`config.mk`:
```
export PLATFORM = sky130hd
export DESIGN_NAME = mrbr_ctrl
export DESIGN_NICKNAME = d
export VERILOG_FILES = /design/src/hdl/mrbr_pkg.sv /design/src/hdl/mrbr_ctrl.sv
export SDC_FILE = /design/constraint.sdc
export NUM_CORES = 1
export LEC_CHECK = 0
export BUFFER_PORTS_ARGS = -buffer_cell sky130_fd_sc_hd__buf_2
export CAP_MARGIN = 10
export CORE_AREA = 2 2 39 41
export CTS_CLUSTER_DIAMETER = 80
export DETAILED_ROUTE_END_ITERATION = 16
export DIE_AREA = 0 0 41 43
export GPL_TIMING_DRIVEN = 0
export HOLD_SLACK_MARGIN = 0.06
export MAX_ROUTING_LAYER = met4
export REMOVE_ABC_BUFFERS = 1
export SYNTH_ARGS = -nofsm -noshare
export SYNTH_HDL_FRONTEND = slang
export SYNTH_SLANG_ARGS = --single-unit
```
`constraint.sdc`:
```
create_clock -name clk -period 1.11 [get_ports clk]
set_input_delay 0.0555 -clock clk [delete_from_list [all_inputs] [get_ports clk]]
set_output_delay 0.0555 -clock clk [all_outputs]
set_load 0.02 [all_outputs]
```
`src/hdl/mrbr_pkg.sv`:
```
// Shared types and codes of the multi-reader broadcast ring.
package mrbr_pkg;

	// Operation codes
	localparam logic [1:0] OP_PUSH       = 2'd0;
	localparam logic [1:0] OP_POP        = 2'd1;
	localparam logic [1:0] OP_REGISTER   = 2'd2;
	localparam logic [1:0] OP_UNREGISTER = 2'd3;

	// Status codes
	localparam logic [2:0] ST_OK       = 3'd0;
	localparam logic [2:0] ST_FULL     = 3'd1;
	localparam logic [2:0] ST_EMPTY    = 3'd2;
	localparam logic [2:0] ST_OVERSIZE = 3'd3;
	localparam logic [2:0] ST_NOFREE   = 3'd4;

	// Configuration register indexes and port widths
	localparam int CFG_INDEX_W = 4;
	localparam int CFG_DATA_W  = 9;
	localparam logic [CFG_INDEX_W-1:0] CFG_RING_ENTRIES      = 4'd0;
	localparam logic [CFG_INDEX_W-1:0] CFG_MAX_PAYLOAD_BYTES = 4'd1;

	typedef struct packed {
		logic [1:0]  operation;
		logic [2:0]  reader;
		logic        auto_pick;
		logic [63:0] payload;
		logic [3:0]  byte_count;
	} item_t;

	typedef struct packed {
		logic [2:0]  status;
		logic [63:0] read_payload;
		logic [3:0]  read_count;
		logic [2:0]  assigned_reader;
	} result_t;

	// Commands from the sequencer to the datapath
	typedef struct packed {
		logic item_load;
		logic commit;
		logic result_load;
	} cmd_t;

	// Status from the datapath to the sequencer
	typedef struct packed {
		logic is_pop;
	} stat_t;

endpackage

```
`src/hdl/mrbr_ctrl.sv`:
```
// Sequencer: accepts an item, commits it, and manages the result register.
module mrbr_ctrl (
	input  logic            clk,
	input  logic            arst_n,
	input  logic            in_valid,
	output logic            in_ready,
	output logic            out_valid,
	input  logic            out_ready,
	output mrbr_pkg::cmd_t  cmd,
	input  mrbr_pkg::stat_t stat
);
	import mrbr_pkg::*;

	localparam logic [1:0] S_IDLE  = 2'd0;
	localparam logic [1:0] S_EXEC  = 2'd1;
	localparam logic [1:0] S_RDATA = 2'd2;

	logic [1:0] state_q, state_d;
	logic       out_valid_q, out_valid_d;
	logic       out_free;

	// Result register can take a new beat when empty or draining now
	assign out_free  = !out_valid_q || out_ready;
	assign in_ready  = (state_q == S_IDLE);
	assign out_valid = out_valid_q;

	// Next state and commands
	always_comb begin
		state_d         = state_q;
		cmd.item_load   = 1'b0;
		cmd.commit      = 1'b0;
		cmd.result_load = 1'b0;
		out_valid_d     = out_valid_q && !out_ready;
		unique case (state_q)
			S_IDLE: begin
				if (in_valid) begin
					cmd.item_load = 1'b1;
					state_d       = S_EXEC;
				end
			end
			S_EXEC: begin
				if (out_free) begin
					cmd.commit = 1'b1;
					if (stat.is_pop) begin
						state_d = S_RDATA;
					end else begin
						out_valid_d = 1'b1;
						state_d     = S_IDLE;
					end
				end
			end
			S_RDATA: begin
				cmd.result_load = 1'b1;
				out_valid_d     = 1'b1;
				state_d         = S_IDLE;
			end
			default: begin
				state_d = S_IDLE;
			end
		endcase
	end

	// State and result valid flag
	always_ff @(posedge clk or negedge arst_n) begin
		if (!arst_n) begin
			state_q     <= S_IDLE;
			out_valid_q <= 1'b0;
		end else begin
			state_q     <= state_d;
			out_valid_q <= out_valid_d;
		end
	end

endmodule

```
==> metrics, run 1 <==
status finished, violations left; failing checks setup timing; Final Util about 34%; mean area per synthesized cell 9.411 um^2; Row Count 14; CTS Buffer Depth 2; CTS clk-pin slew, worst paths 0.04 ns; drt drc 0; placed cells 48; pwr/cell area 3130 nW/um^2; Synth area leaders dfrtp_1, ha_1, a21oi_1; CP Data Required Time 1.05 ns; wire per inst 10.49 um; final period utilization 108.4%; Synth top area share 34.68%; Max H-tree Level 1; Final Critical Period 1.203 ns; Layout fillers 148; WP data arrival 1.15 ns; Layout area overhead 120.2%; Setup Viol. Count Final 6; Multi-input gate area 200.2 um^2; Root Buffer clkbuf_4; post-DR vias/cell 3.967; Max-Cap Viols 0; Pleak 0.2106 nW; RSZ-0062 raised after global routing yes; Slew @ Worst Pin roughly 0.23 ns; TritonCTS buffer count 3; Cell variety after synth 13; crit path max fanout 3; Syn. warnings 0; Hold Path Class in -> async; first-pass GRT wire length about 980 um; Cell Area, Synth 216.5 um^2; normalized max-slew margin 84.86%; die height 43 um; Die Wd 41 um; Power Total 1.492 mW; Initial Utilization between 15 and 20%; Final nets 54; share of layout cells above drive strength 1 71.11%; Post-Syn Instances 23; Fmax around 830 MHz; Worst Setup End Kind output port; CTS sink cnt 3; Final Slew Violations 0; Layout Cells excl Fill 61; Clk Latency, worst-skew pair 0.23 ns; port bufs 9; Core Footprint 1384 um^2; total grt overflow 0; antenna cells 0; initial DRC count 3; Place WS -0.06359 ns; Synth Register Bits 3; TritonCTS clock tree built; worst setup margin -0.09334 ns; Max VDD drop ~1.2 mV; hpwl dp 354.3 um; initial antenna violation count 0; vias 242; Critical Path Start Type flop; register area approximately 75 um^2; drt total wl approximately 640 um; vias in the first global route 258; Fin. Hold Viols 0; gpl congestion between 0.7 and 0.8; largest net degree at the start of global routing 5; Top-Level Pins 10; first drt pass iteration count 3; cell taking the most area after synthesis dfrtp_1; Routed Antenna Nets 0; die area around 1800 um^2; Clock Skew 0.001361 ns; Tot GR Track Use 8.969%; sequential share of the synthesized area a little over a third; WS Path Type reg -> out; hold slack 0.1451 ns
final cells by class:
type                            count  area share, %
Clock buffer                        4          5.512
Sequential cell                     3          15.75
Tap cell                           16          4.199
Multi-Input combinational cell     18          41.99
Timing Repair Buffer               18          30.97
Inverter                            2          1.575
cells in the final DEF (no fill, tap or decap), types with 2 or more instances in the layout:
master | netlist | routed
nor2_1 | 2 | 2
buf_6 | 0 | 6
clkbuf_4 | 0 | 3
ha_4 | 0 | 3
buf_4 | 0 | 6
dfrtp_1 | 3 | 3
a21oi_1 | 3 | 2
inv_2 | 0 | 2
buf_2 | 0 | 5
and2_4 | 0 | 2
report_power, final:
group | leakage, nW | internal (mW) | switching (mW)
Sequential | 0.0386 | 0.160 | 0.0384
Combinational | 0.157 | 0.611 | 0.489
Clock | 0.0150 | 0.135 | 0.0592
critical path, stage by stage, from the launching register on:
cell	delay, ns
dfrtp_1	0.39
buf_6	0.13
ha_4	0.15
and2_4	0.13
buf_6	0.12
synth_stat cells:
library cell / instances
a21oi_1: 3
a311oi_1: 1
and2_1: 2
dfrtp_1: 3
ha_1: 3
inv_1: 2
nand2_1: 1
nand2b_1: 2
nand4_1: 1
nor2_1: 2
nor2b_4: 1
o221ai_1: 1
or2b_1: 1
sequential cells by signal, indices dropped and copies added (netlist names):
name and cells:
out_valid 1, state_q 2
timing repair:
action	in CTS	in global routing
cloned	0	0
hold endpoints to repair	3	0
resized for setup	19	5
endpoints found under the setup margin	7	7
pin swaps	4	4
hold buffers	1	0
buffers inserted	5	3
per-layer routing:
layer,GRT usage [%],routed length [um],vias up,share of wire [%]
li1,-,-,124,-
met1,8.738,248,107,39
met2,13.13,343,9,54
met3,1.571,33,2,5.2
met4,10.00,14,0,2.2
met5,-,0,-,0
metrics by stage:
stage          setup TNS (ns)  area [um^2]
3_3_place_gp         -0.08051        281.5
4_1_cts               -0.2629        429.2
5_1_grt               -0.6318        476.7
3_5_place_dp          -0.1168        281.5
2_1_floorplan         -0.1185        216.5
6_report              -0.2758        476.7
kinds of logic (layout without fill, tap and decap cells):
group,Yosys count,in the layout,share of synthesized area (%)
adder cells (fa/ha/maj),3,3,17.34
AND/OR/NAND/NOR,10,10,29.48
flip-flops,3,3,34.68
AO/OA/AOI/OAI,5,5,15.03
buffers and inverters,2,24,3.470
path summary, 6_finish.rpt:
kind	start	depth (start not counted)	slack, ns	endpoint
hold reg to reg	state_q[1]	2	0.63	state_q[1]
hold / removal	arst_n	2	0.15	state_q[1]
min in group clk	stat	3	0.16	state_q[1]
max in group asynchronous	arst_n	2	0.86	state_q[0]
setup / recovery	state_q[0]	4	-0.09	cmd[1]
setup reg to reg	state_q[0]	6	-0.03	out_valid
Power figures use the tool's default switching activity.
==> run 2: changes to the inputs <==
--- a/config.mk
+++ b/config.mk
@@ -15,6 +15,7 @@
 export HOLD_SLACK_MARGIN = 0.06
 export MAX_ROUTING_LAYER = met4
 export REMOVE_ABC_BUFFERS = 1
+export SETUP_SLACK_MARGIN = 0.3
 export SYNTH_ARGS = -nofsm -noshare
 export SYNTH_HDL_FRONTEND = slang
 export SYNTH_SLANG_ARGS = --single-unit
==> metrics, run 2 (synthesized netlist as in run 1, its figures left out) <==
Combinational Power Share 73.9% (+0.2 points); Root Buffer clkbuf_4; worst setup margin -0.09318 ns (+0.0001645 ns); Max H-tree Level 1 (unchanged); antenna cells 0 (unchanged); Final nets 54 (unchanged); Int Pwr 0.9212 mW (+1.7%); initial antenna violation count 0 (unchanged); port bufs 9 (unchanged); initial DRC count 3 (unchanged); TritonCTS clock tree built; vias in the first global route 258 (unchanged); crit path max fanout 3 (unchanged); die area 1763 um^2 (unchanged); Top-Level Pins 10 (unchanged); Clock Skew 0.001608 ns (+0.0002468 ns); Final Slew Violations 0 (unchanged); Worst Setup End Kind output port; Max VDD drop 1.102 mV (-11%); drt total wl 643 um (+0.47%); Clk Latency, worst-skew pair 0.23 ns (about the same); Initial Utilization 15.64% (unchanged); CTS clk-pin slew, worst paths 0.04 ns (about the same); leading cell types in the layout, fill and taps excluded buf_6, buf_4, buf_2; Max-Cap Viols 0 (unchanged); Clk pwr share 12.9% (about the same); max reg flops 2 (unchanged); Row Count 14 (unchanged); placed cells 48 (unchanged); Tot GR Track Use 9.072% (+0.10 points); wire per inst 10.54 um (+0.47%); most common cell after layout, fill and taps aside buf_6; Critical Path Start Type flop; Routed Antenna Nets 0 (unchanged); CTS sink cnt 3 (unchanged); pwr/cell area 3123 nW/um^2 (-0.22%); WS Path Type reg -> out; Hold Path Class in -> async; WP data arrival 1.15 ns (about the same); Setup Viol. Count Final 6 (unchanged); Top reg by flops state_q; first drt pass iteration count 3 (unchanged); CTS Buffer Depth 2 (unchanged); drt drc 0 (unchanged); Fin. Hold Viols 0 (unchanged); RSZ-0062 raised after global routing yes; total grt overflow 0 (unchanged); hpwl dp 354.3 um (unchanged); sw frac 38.93% (-0.36 points); die height 43 um (unchanged); Layout area overhead 123.1%; setup TNS -0.2699 ns (+0.005866 ns); sequential share of power 13.2% (about the same); Fmax 831.1 MHz (about the same); normalized max-slew margin 85.20% (+0.34 points); Layout Cells excl Fill 61 (unchanged); Pleak 0.2119 nW (+0.61%); TritonCTS buffer count 3 (unchanged); Die Wd 41 um (unchanged); final period utilization 108.4% (about the same); vias 240 (-0.83%); Final Critical Period 1.203 ns (-0.0001645 ns); Slew @ Worst Pin 0.2219 ns (-0.005108 ns); largest net degree at the start of global routing 5 (unchanged); Core Footprint 1384 um^2 (unchanged); CP Data Required Time 1.05 ns (about the same); P_sw 0.5871 mW (+0.16%); gpl congestion 0.7017 (unchanged); post-DR vias/cell 3.934 (-0.83%); first-pass GRT wire length 993 um (+1.4%); failing checks setup timing; share of layout cells above drive strength 1 71.11% (unchanged); status finished, violations left
run 2: cell counts in the layout (fill, tap and decap cells not counted):
Identical to the previous run, type by type.
run 2: metrics by stage:
step / setup WS [ns] / hold WS, ns / power [mW] / utilization [%] / cell area (um^2)
floorplan: -0.07492 / -0.2401 / 0.5895 / - / 216.5
global placement: -0.04896 / -0.1467 / 0.7246 / 20.34 / 281.5
detailed placement: -0.06359 / -0.1470 / 0.7284 / 20.34 / 281.5
CTS: -0.1025 / 0.1079 / 1.338 / 31.46 / 435.4
global route: -0.1479 / 0.1517 / 1.631 / 34.90 / 483.0
finish: -0.09318 / 0.1450 / 1.508 / 34.90 / 483.0
run 2: routing by layer:
metal / track usage, % / part of all wire [%] / vias to the layer above
li1: - / - / 124
met1: 9.061 / 39 / 105
met2: 13.13 / 54 / 9
met3: 1.571 / 5.3 / 2
met4: 10.00 / 2.2 / 0
met5: - / 0 / -
run 2: cell type report:
type	instances	area (um^2)
Clock buffer	4	26.28
Fill cell	146	900.9
Inverter	2	7.507
Multi-Input combinational cell	18	200.2
Sequential cell	3	75.07
Tap cell	16	20.02
Timing Repair Buffer	18	153.9
run 2: critical path, cell delays in order (launching register included):
cell and delay (ns):
dfrtp_1 0.39, buf_6 0.13, ha_4 0.15, and2_4 0.13, buf_6 0.12
run 2: power by group through the flow:
stage	registers (mW)	clock network, mW	logic (mW)
6_report	0.199	0.194	1.11
5_1_grt	0.209	0.216	1.21
4_1_cts	0.201	0.206	0.931
3_5_place_dp	0.197	0	0.531
3_3_place_gp	0.196	0	0.528
2_1_floorplan	0.206	0	0.383
run 2: what timing repair did:
action / CTS / global route
setup endpoints to repair: 8 / 8
buffers inserted: 5 / 3
gates resized for setup: 21 / 5
hold endpoints to repair: 3 / 0
pin swaps: 4 / 4
hold buffers: 1 / 0
run 2: final timing paths:
check                      startpoint    endpoint  cells after the start  slack [ns]
max                        state_q[0]      cmd[1]                      4       -0.09
min                            arst_n  state_q[1]                      2        0.14
max reg2reg                state_q[0]   out_valid                      6       -0.03
min reg2reg                state_q[1]  state_q[1]                      2        0.63
max in group asynchronous      arst_n  state_q[0]                      2        0.86
min in group clk                 stat  state_q[1]                      3        0.15
